[src/rtl/core/isc_pkg.sv]
package isc_pkg;

	// Default table shape
	localparam int SLOTS_DEF    = 4;
	localparam int REF_BITS_DEF = 8;

	// Fixed field widths of the request and result ports
	localparam int INODE_W  = 32;
	localparam int REL_W    = 2;
	localparam int IDX_OUT_W = 2;
	localparam int STATUS_W = 2;
	localparam int COUNT_W  = 8;

	// Request commands
	localparam logic CMD_GET = 1'b0;
	localparam logic CMD_PUT = 1'b1;

	// Result status codes
	localparam logic [STATUS_W-1:0] ST_OK        = 2'd0;
	localparam logic [STATUS_W-1:0] ST_FULL      = 2'd1;
	localparam logic [STATUS_W-1:0] ST_PUT_FREE  = 2'd2;

	// Controller to datapath commands
	typedef struct packed {
		logic capture;  // latch request and search results
		logic commit;   // update slot table and load result register
	} dp_cmd_t;

endpackage

[src/rtl/core/refcounted_inode_slot_cache.sv]
// Flow: the accepting edge latches the request together with the search over all
// slots, which is combinational in the accept cycle. In the commit state the
// table is updated and the result register loaded, which raises out_valid. No
// new request is taken until the last one has been committed.
// A waiting result stalls the update until it is taken.
// Reset (arst_n low): every slot holds inode number 0 with count 0.
module refcounted_inode_slot_cache #(
	parameter int SLOTS    = isc_pkg::SLOTS_DEF,
	parameter int REF_BITS = isc_pkg::REF_BITS_DEF
) (
	input  logic                            clk,
	input  logic                            arst_n,
	input  logic                            in_valid,
	output logic                            in_ready,
	input  logic                            command,
	input  logic [isc_pkg::INODE_W-1:0]     inode_number,
	input  logic [isc_pkg::REL_W-1:0]       release_slot,
	output logic                            out_valid,
	input  logic                            out_ready,
	output logic [isc_pkg::IDX_OUT_W-1:0]   slot_index,
	output logic                            was_hit,
	output logic                            needs_load,
	output logic [isc_pkg::STATUS_W-1:0]    status,
	output logic [isc_pkg::COUNT_W-1:0]     ref_count
);

	isc_pkg::dp_cmd_t dp_cmd;

	// Sequence request capture and commit
	isc_ctrl u_ctrl (
		.clk       (clk),
		.arst_n    (arst_n),
		.in_valid  (in_valid),
		.in_ready  (in_ready),
		.out_valid (out_valid),
		.out_ready (out_ready),
		.cmd       (dp_cmd)
	);

	// Hold the slot table and the result register
	isc_dpath #(
		.SLOTS    (SLOTS),
		.REF_BITS (REF_BITS)
	) u_dpath (
		.clk          (clk),
		.arst_n       (arst_n),
		.cmd          (dp_cmd),
		.command      (command),
		.inode_number (inode_number),
		.release_slot (release_slot),
		.slot_index   (slot_index),
		.was_hit      (was_hit),
		.needs_load   (needs_load),
		.status       (status),
		.ref_count    (ref_count)
	);

endmodule

[src/rtl/core/isc_ctrl.sv]
module isc_ctrl (
	input  logic              clk,
	input  logic              arst_n,
	input  logic              in_valid,
	output logic              in_ready,
	output logic              out_valid,
	input  logic              out_ready,
	output isc_pkg::dp_cmd_t  cmd
);

	typedef enum logic {
		ST_IDLE,
		ST_COMMIT
	} state_t;

	state_t state_q;
	logic   out_valid_q;
	logic   commit_go;

	// Take a request only while no request is in flight
	assign in_ready  = (state_q == ST_IDLE);
	assign commit_go = (state_q == ST_COMMIT) && (!out_valid_q || out_ready);

	assign cmd.capture = in_valid && in_ready;
	assign cmd.commit  = commit_go;
	assign out_valid   = out_valid_q;

	// Advance state and hold the result valid flag
	always_ff @(posedge clk or negedge arst_n) begin
		if (!arst_n) begin
			state_q     <= ST_IDLE;
			out_valid_q <= 1'b0;
		end else begin
			case (state_q)
				ST_IDLE: begin
					if (in_valid) begin
						state_q <= ST_COMMIT;
					end
				end
				ST_COMMIT: begin
					if (commit_go) begin
						state_q <= ST_IDLE;
					end
				end
				default: begin
					state_q <= ST_IDLE;
				end
			endcase
			if (commit_go) begin
				out_valid_q <= 1'b1;
			end else if (out_ready) begin
				out_valid_q <= 1'b0;
			end
		end
	end

endmodule

[src/rtl/core/isc_dpath.sv]
module isc_dpath #(
	parameter int SLOTS    = isc_pkg::SLOTS_DEF,
	parameter int REF_BITS = isc_pkg::REF_BITS_DEF
) (
	input  logic                            clk,
	input  logic                            arst_n,
	input  isc_pkg::dp_cmd_t                cmd,
	input  logic                            command,
	input  logic [isc_pkg::INODE_W-1:0]     inode_number,
	input  logic [isc_pkg::REL_W-1:0]       release_slot,
	output logic [isc_pkg::IDX_OUT_W-1:0]   slot_index,
	output logic                            was_hit,
	output logic                            needs_load,
	output logic [isc_pkg::STATUS_W-1:0]    status,
	output logic [isc_pkg::COUNT_W-1:0]     ref_count
);

	localparam int IDX_W = (SLOTS > 1) ? $clog2(SLOTS) : 1;
	localparam logic [REF_BITS-1:0] REF_MAX = {REF_BITS{1'b1}};
	localparam logic [REF_BITS-1:0] REF_ONE = REF_BITS'(1);

	// Slot table
	logic [isc_pkg::INODE_W-1:0] slot_inode_q [SLOTS];
	logic [REF_BITS-1:0]         slot_refs_q  [SLOTS];

	// Search results
	logic [SLOTS-1:0] match;
	logic [SLOTS-1:0] idle;
	logic [IDX_W-1:0] hit_idx;
	logic [IDX_W-1:0] free_idx;

	// Captured request and search results
	logic                        cmd_s1;
	logic [isc_pkg::INODE_W-1:0] inode_s1;
	logic [isc_pkg::REL_W-1:0]   rel_s1;
	logic                        hit_s1;
	logic [IDX_W-1:0]            hit_idx_s1;
	logic                        free_s1;
	logic [IDX_W-1:0]            free_idx_s1;

	// Commit logic
	logic [31:0]                 rel_ext;
	logic                        rel_ok;
	logic [IDX_W-1:0]            sel_idx;
	logic [REF_BITS-1:0]         sel_refs;
	logic                        wr_en;
	logic                        wr_inode;
	logic [REF_BITS-1:0]         new_refs;
	logic [IDX_W-1:0]            res_idx;
	logic [REF_BITS-1:0]         res_count;
	logic                        res_hit;
	logic                        res_load;
	logic [isc_pkg::STATUS_W-1:0] res_status;
	logic [31:0]                 res_idx_ext;
	logic [31:0]                 res_count_ext;

	// Compare every slot against the request
	always_comb begin
		for (int i = 0; i < SLOTS; i++) begin
			match[i] = (slot_inode_q[i] == inode_number);
			idle[i]  = (slot_refs_q[i] == '0);
		end
	end

	// Pick the lowest matching and the lowest idle slot
	always_comb begin
		hit_idx  = '0;
		free_idx = '0;
		for (int i = SLOTS - 1; i >= 0; i--) begin
			if (match[i]) begin
				hit_idx = IDX_W'(i);
			end
			if (idle[i]) begin
				free_idx = IDX_W'(i);
			end
		end
	end

	// Latch request and search results
	always_ff @(posedge clk) begin
		if (cmd.capture) begin
			cmd_s1      <= command;
			inode_s1    <= inode_number;
			rel_s1      <= release_slot;
			hit_s1      <= |match;
			hit_idx_s1  <= hit_idx;
			free_s1     <= |idle;
			free_idx_s1 <= free_idx;
		end
	end

	// Work out the slot update and the result
	always_comb begin
		rel_ext = 32'(rel_s1);
		rel_ok  = (rel_ext < 32'(SLOTS));
		if (cmd_s1 == isc_pkg::CMD_PUT) begin
			sel_idx = rel_ext[IDX_W-1:0];
		end else if (hit_s1) begin
			sel_idx = hit_idx_s1;
		end else begin
			sel_idx = free_idx_s1;
		end
		sel_refs   = slot_refs_q[sel_idx];
		wr_en      = 1'b0;
		wr_inode   = 1'b0;
		new_refs   = sel_refs;
		res_idx    = sel_idx;
		res_count  = '0;
		res_hit    = 1'b0;
		res_load   = 1'b0;
		res_status = isc_pkg::ST_OK;
		if (cmd_s1 == isc_pkg::CMD_PUT) begin
			if (!rel_ok || sel_refs == '0) begin
				res_status = isc_pkg::ST_PUT_FREE;
			end else begin
				wr_en     = 1'b1;
				new_refs  = sel_refs - REF_ONE;
				res_count = new_refs;
			end
		end else if (hit_s1) begin
			wr_en     = 1'b1;
			new_refs  = (sel_refs == REF_MAX) ? sel_refs : sel_refs + REF_ONE;
			res_count = new_refs;
			res_hit   = 1'b1;
		end else if (free_s1) begin
			wr_en     = 1'b1;
			wr_inode  = 1'b1;
			new_refs  = REF_ONE;
			res_count = REF_ONE;
			res_load  = 1'b1;
		end else begin
			res_idx    = '0;
			res_status = isc_pkg::ST_FULL;
		end
		res_idx_ext   = 32'(res_idx);
		res_count_ext = 32'(res_count);
	end

	// Update the slot table
	always_ff @(posedge clk or negedge arst_n) begin
		if (!arst_n) begin
			for (int i = 0; i < SLOTS; i++) begin
				slot_inode_q[i] <= '0;
				slot_refs_q[i]  <= '0;
			end
		end else if (cmd.commit && wr_en) begin
			slot_refs_q[sel_idx] <= new_refs;
			if (wr_inode) begin
				slot_inode_q[sel_idx] <= inode_s1;
			end
		end
	end

	// Load the result register; the put result echoes the requested slot
	always_ff @(posedge clk) begin
		if (cmd.commit) begin
			if (cmd_s1 == isc_pkg::CMD_PUT) begin
				slot_index <= rel_s1;
			end else begin
				slot_index <= res_idx_ext[isc_pkg::IDX_OUT_W-1:0];
			end
			was_hit    <= res_hit;
			needs_load <= res_load;
			status     <= res_status;
			ref_count  <= res_count_ext[isc_pkg::COUNT_W-1:0];
		end
	end

endmodule
[config.mk]
export PLATFORM = sky130hd
export DESIGN_NAME = refcounted_inode_slot_cache
export DESIGN_NICKNAME = d
export VERILOG_FILES = /design/src/rtl/core/isc_pkg.sv /design/src/rtl/core/refcounted_inode_slot_cache.sv /design/src/rtl/core/isc_ctrl.sv /design/src/rtl/core/isc_dpath.sv
export SDC_FILE = /design/constraint.sdc
export NUM_CORES = 1
export LEC_CHECK = 0
export BUFFER_PORTS_ARGS = -buffer_cell sky130_fd_sc_hd__buf_4
export CAP_MARGIN = 5
export CORE_ASPECT_RATIO = 1.25
export CORE_UTILIZATION = 50
export CTS_CLUSTER_DIAMETER = 30
export DETAILED_ROUTE_END_ITERATION = 8
export PLACE_DENSITY = 0.71
export SLEW_MARGIN = 20
export SYNTH_ARGS = -nofsm -noshare
export SYNTH_HDL_FRONTEND = slang
export SYNTH_HIERARCHICAL = 1
export SYNTH_SLANG_ARGS = --single-unit
[constraint.sdc]
create_clock -name clk -period 5.6 [get_ports clk]
set_input_delay 1.12 -clock clk [delete_from_list [all_inputs] [get_ports clk]]
set_output_delay 1.12 -clock clk [all_outputs]
set_load 0.02 [all_outputs]
After elaboration in Yosys (flattened, before gate mapping)
Cells that the tools add are included.
Widths: inputs -> output; s select.
- bits in registers: 217
- input port bits: 39
- output and inout bits: 16
- word-level logic and storage cells: 97
- $add $sub $neg: 2
- magnitude comparators: 2
- eq/ne operators: 5
- mux-type cells: 45
- bitwise gates (word level): 2
- reduce and logical (&&, ||, !) cells: 17
- operator list (operator ; count):
    $bwmux 128 ; 1
    $eq 32x32->1 ; 4
    $mux 8 ; 11
    $demux 32 s2 ; 1
    $logic_not 8->1 ; 5
    $bwmux 32 ; 1
    $mux 32 ; 1
    $mux 2 ; 12
    $bmux 8 s2 ; 1
    $demux 8 s2 ; 1
    $mux 1 ; 15
    $add 8x1->8 const B ; 1
    $eq 8x8->1 const B ; 1
    $reduce_or 4->1 ; 2
    $sub 8x1->8 const B ; 1
    $logic_and 1x1->1 ; 4
    $reduce_or 2->1 ; 2
    $ge 3x3->1 const B ; 1
    $lt 3x1->1 const B ; 1
    $not 2->3 ; 1
    $pmux 1 s2 ; 1
    $reduce_and 2->1 ; 1
    $reduce_bool 2->1 ; 1
    $logic_not 1->1 ; 1
    other kinds (2) ; 2

Depth between registers and ports, before layout
- word-level depth: 11
- gate-level depth with buffers: 15
- depth with buffers taken out: 13

Hierarchy
Netlist, hierarchy kept.
- modules (own cells, without submodules) (module ; instances ; cells an instance ; area an instance (µm²) ; seq. area each (µm²)):
    isc_dpath ; 1 ; 766 ; 10448.8 ; 5655.4
    isc_ctrl ; 1 ; 9 ; 101.3 ; 50.0

Worst setup path before layout
No wires, ideal clock.
- path kind: register to register
- start: reg u_dpath.hit_s1
- end: reg u_dpath/slot_refs_q[6] (netlist name)
- setup time: 0.125 ns
- data arrival time: 3.298 ns
- required time: 5.475 ns
- path slack: 2.177 ns
- cell stages (with the launch flop): 13
- buffers on the path: 2
- clock period less this slack: 3.423 ns
- cell sequence: edfxtp_1 -> buf_6 -> mux2_4 -> mux2i_4 -> buf_2 -> mux2_2 -> o21ai_1 -> ha_1 -> nand2_1 -> or4_1 -> a31oi_1 -> nand3_1 -> mux2_2
- word-level cells in the longest chain between the ends: 11
- elaborated cells on any way between the ends: 25
- classes of those cells: add/sub (2); order compare (2); eq/ne (1); mux (16); bitwise (1); reduce/logical (3)
- RTL lines (what ; RTL line ; text):
    start: declaration ; isc_dpath.sv:36 ; logic hit_s1;
    start signal: assignment ; isc_dpath.sv:85 ; hit_s1 <= |match;
    $mux 2 ; isc_dpath.sv:98 ; end else if (hit_s1) begin
    $mux 2 ; isc_dpath.sv:96 ; if (cmd_s1 == isc_pkg::CMD_PUT) begin
    $not 2->3 (implied by the code) ; isc_dpath.sv:103, isc_dpath.sv:147 ;
    $bmux 8 s2 ; isc_dpath.sv:103 ; sel_refs = slot_refs_q[sel_idx];
    $mux 8 (implied by the code) (2 in series) ; isc_dpath.sv:103 ;
    $add 8x1->8 or $eq 8x8->1 (tied branches) ; isc_dpath.sv:122 ; new_refs = (sel_refs == REF_MAX) ? sel_refs : sel_refs + REF_ONE;
    $mux 8 ; isc_dpath.sv:122 ;
    $mux 8 ; isc_dpath.sv:120 ; end else if (hit_s1) begin
    $mux 8 ; isc_dpath.sv:112 ; if (cmd_s1 == isc_pkg::CMD_PUT) begin
    $bwmux 32 ; isc_dpath.sv:147 ; slot_refs_q[sel_idx] <= new_refs;
    end signal: indexed assignment ; isc_dpath.sv:147 ;
    end: declaration ; isc_dpath.sv:24 ; logic [REF_BITS-1:0] slot_refs_q [SLOTS];
Several ways; a longest one is shown, not always the timed one. The select of a mux whose other input is x is not followed.
A chain may end at the register's enable or synchronous reset.

Worst setup path in the final report
- start: reg u_dpath.cmd_s1
- end: reg u_dpath/slot_refs_q[25] (netlist name)
- word-level cells in the longest chain between the ends: 10
- elaborated cells on any way between the ends: 23
- classes of those cells: add/sub (2); order compare (2); eq/ne (1); mux (14); bitwise (1); reduce/logical (3)
- RTL lines (what ; RTL line ; text):
    start: declaration ; isc_dpath.sv:33 ; logic cmd_s1;
    start signal: assignment ; isc_dpath.sv:82 ; cmd_s1 <= command;
    $mux 2 ; isc_dpath.sv:96 ;
    $not 2->3 (implied by the code) ; isc_dpath.sv:103, isc_dpath.sv:147 ;
    $bmux 8 s2 ; isc_dpath.sv:103 ;
    $mux 8 (implied by the code) (2 in series) ; isc_dpath.sv:103 ;
    $add 8x1->8 or $eq 8x8->1 (tied branches) ; isc_dpath.sv:122 ;
    $mux 8 ; isc_dpath.sv:122 ;
    $mux 8 ; isc_dpath.sv:120 ;
    $mux 8 ; isc_dpath.sv:112 ;
    $bwmux 32 ; isc_dpath.sv:147 ;
Several ways; a longest one is shown, not always the timed one. The select of a mux whose other input is x is not followed.

==> impl_metrics.ini <==
[critical_path]
cp_max_fo = 26
crit_family = multiplexers
crit_chain = buf_4, inv_2, mux2i_4, mux2_2, o21ai_1, ha_1, nand2_1, nor3_1, nand2_1, mux2i_1, o22ai_1, mux2_2
worst-path-buf-inv = 2
slowest_delay_ns = 0.69
ff2ff_setup_slack_ns = 1.31
worst-setup-path-type = reg2reg
crit_slowest_cell = mux2i_4
endpoint_kind = flip-flop
cp-start-kind = flip-flop
required_ns = 6.04
arrival_ns = 4.73

[die]
die_w_um = 132
initial_core_util_pct = 50.9
rows = 59
core_mm2 = 0.0207
dieHeight_um = 164
dieArea_mm2 = 0.0217
io_pins = 55

[route]
route.antenna.remaining_nets = 0
num_vias = 6677
drtPass1Iterations = 5
routed_wl_mm = 26.0
routed_via_density = 5.77
drc = 0
wire_per_inst_um = 22.4
drtIter0Drc = 354

[yosys]
yosys_warnings = 6
synth_cell_types = 64
syn_nets = 818
ys.flop_type = dfrtp_1
yosysSeqAreaShare_pct = 54.1
synth_top_area_cell = dfrtp_1
synthArstFlopShare_pct = 74.7
synthesis.area_mm2 = 0.0106
synth_area_per_cell_um2 = 13.6
synth_seq_cells = 217
synth_edf_count = 55
yosysTopAreaCellShare_pct = 38.4
yosys-top-cells-area = dfrtp_1 (38%), mux2_2 (18%), edfxtp_1 (16%)
synthCells = 775

[placed_design]
gp_congestion = 0.854
hpwl_mm = 17.7
io_buffers = 54
dpl_cell_area_mm2 = 0.0113

[finish]
stdcell_area_mm2 = 0.0126
final_common_cell = mux2_2
diodes = 0
final_cell_mix = mux2_2 (173), dfrtp_1 (162), xor2_1 (96)
finalNetCount = 898
syn2layout_area_growth_pct = 19.5
utilization_pct = 60.8
drive_above_1_share_pct = 36.9

[pwr]
p_per_area_mw_per_mm2 = 564
p_leak_nw = 5.54
power_mw = 7.11
ir_drop_uv = 329

[grt]
grtUsageTotal_pct = 24.9
grt_pass1_vias = 7224
overflow = 0
grt_pass1_wl_mm = 40.7
grt_max_degree = 86
antenna_found_initial = 0

[timing]
timing.fmax_ghz = 0.233
rsz0062_at_grt = false
slew_headroom_pct = 46.0
finalHoldViolations = 0
min_period_over_period_pct = 76.7
skew_ns = 0.0139
slew_violations = 0
worst_pin_slew_ns = 0.810
setup_violations = 0
whs_ns = 0.522
fin_setup_tns_ns = 0
period_minus_slack_ns = 4.29

[clocking]
cts.sinks = 217
root_buffer = clkbuf_16
clockBufferDepth = 3
post_cts_buffers = 0
ctsResizeCount = 0
cts_tree = built
numCtsBuffers = 39
htreeDepth = 2
holdBufCountCts = 0
clk_pin_slew_worst_paths_ns = 0.05
clock_latency_ns = 0.50

[outcome]
status = finished clean

[job]
maxCapViolCount = 0

[worst_hold_path]
hp-class = reg2reg
==> cells by family after synthesis <==
group / share of synthesized area, %
compound gates: 3.83
xor+xnor: 10.9
fa+ha+maj: 0.474
buf+inv: 1.65
flops: 54.1
mux: 22.2
simple gates: 6.94
==> layout make-up <==
class	count	area [µm²]
Sequential cell	217	5710
Clock inverter	23	279
Multi-Input combinational cell	518	4690
Inverter	16	60.1
Clock buffer	47	1060
Tap cell	274	343
Timing Repair Buffer	63	477
Fill cell	1598	8140
==> cells in the mapped netlist, drive strengths merged, types with 5 or more instances <==
master  instances
o21ai           8
mux4            6
xnor2          35
a21oi          10
mux2          174
edfxtp         55
nand4          18
inv            14
a31oi           7
or4             5
dfrtp         162
xor2           96
nand2          21
nor3           12
mux2i          21
clkbuf          9
nor4           31
nor2           21
buf            15
nand3           7
==> state kept, by name, summed over array words and instances, names as in the netlist <==
register	count
u_dpath/rel_s1	2
u_dpath/free_idx_s1	2
u_dpath/ref_count	8
u_ctrl/state_q	1
u_dpath/hit_s1	1
u_ctrl/out_valid	1
u_dpath/free_s1	1
u_dpath/inode_s1	32
u_dpath/cmd_s1	1
u_dpath/slot_index	2
u_dpath/needs_load	1
u_dpath/status	2
u_dpath/was_hit	1
u_dpath/hit_idx_s1	2
u_dpath/slot_refs_q	32
u_dpath/slot_inode_q	128
==> worst register-to-register path, delay by kind of cell, from the launching register on <==
| family | cells | cell delay [ns] |
|---|---|---|
| mux | 4 | 1.53 |
| compound gates | 2 | 0.83 |
| simple gates | 3 | 0.71 |
| buf+inv | 2 | 0.52 |
| flops | 1 | 0.35 |
| fa+ha+maj | 1 | 0.31 |
==> power breakdown <==
| part | internal (mW) | leakage (nW) | switching [mW] |
|---|---|---|---|
| Clock | 1.58 | 0.644 | 0.779 |
| Combinational | 1.00 | 2.28 | 1.05 |
| Sequential | 2.24 | 2.61 | 0.458 |
==> per-stage QoR <==
| stage | setup slack, ns | instances |
|---|---|---|
| after detailed placement | 1.35 | 1088 |
| after floorplan | 2.18 | 775 |
| after global routing | 0.963 | 1158 |
| after CTS | 1.35 | 1158 |
| final | 1.31 | 1158 |
| after global placement | 1.38 | 1088 |
==> path summary, 6_finish.rpt <==
path                                            endpoint  depth (start not counted)                      from
worst max-delay path             u_dpath/slot_refs_q[25]                         12            u_dpath/cmd_s1
worst min-delay path            u_dpath/slot_inode_q[39]                          1  u_dpath/slot_inode_q[39]
worst max register to register   u_dpath/slot_refs_q[25]                         12            u_dpath/cmd_s1
worst min register to register  u_dpath/slot_inode_q[39]                          1  u_dpath/slot_inode_q[39]
max in group asynchronous       u_dpath/slot_inode_q[43]                          2                    arst_n
min in group asynchronous               u_ctrl/out_valid                          1                    arst_n
==> metal layers <==
metal / vias up / track usage (%) / part of all wire (%)
li1: 3016 / - / -
met2: 175 / 46.3 / 53
met1: 3427 / 27.9 / 39
met5: - / 0 / 0
met3: 59 / 4.11 / 3.8
met4: 0 / 11.4 / 4.3
Note: power is estimated with default switching activity, not from simulation.
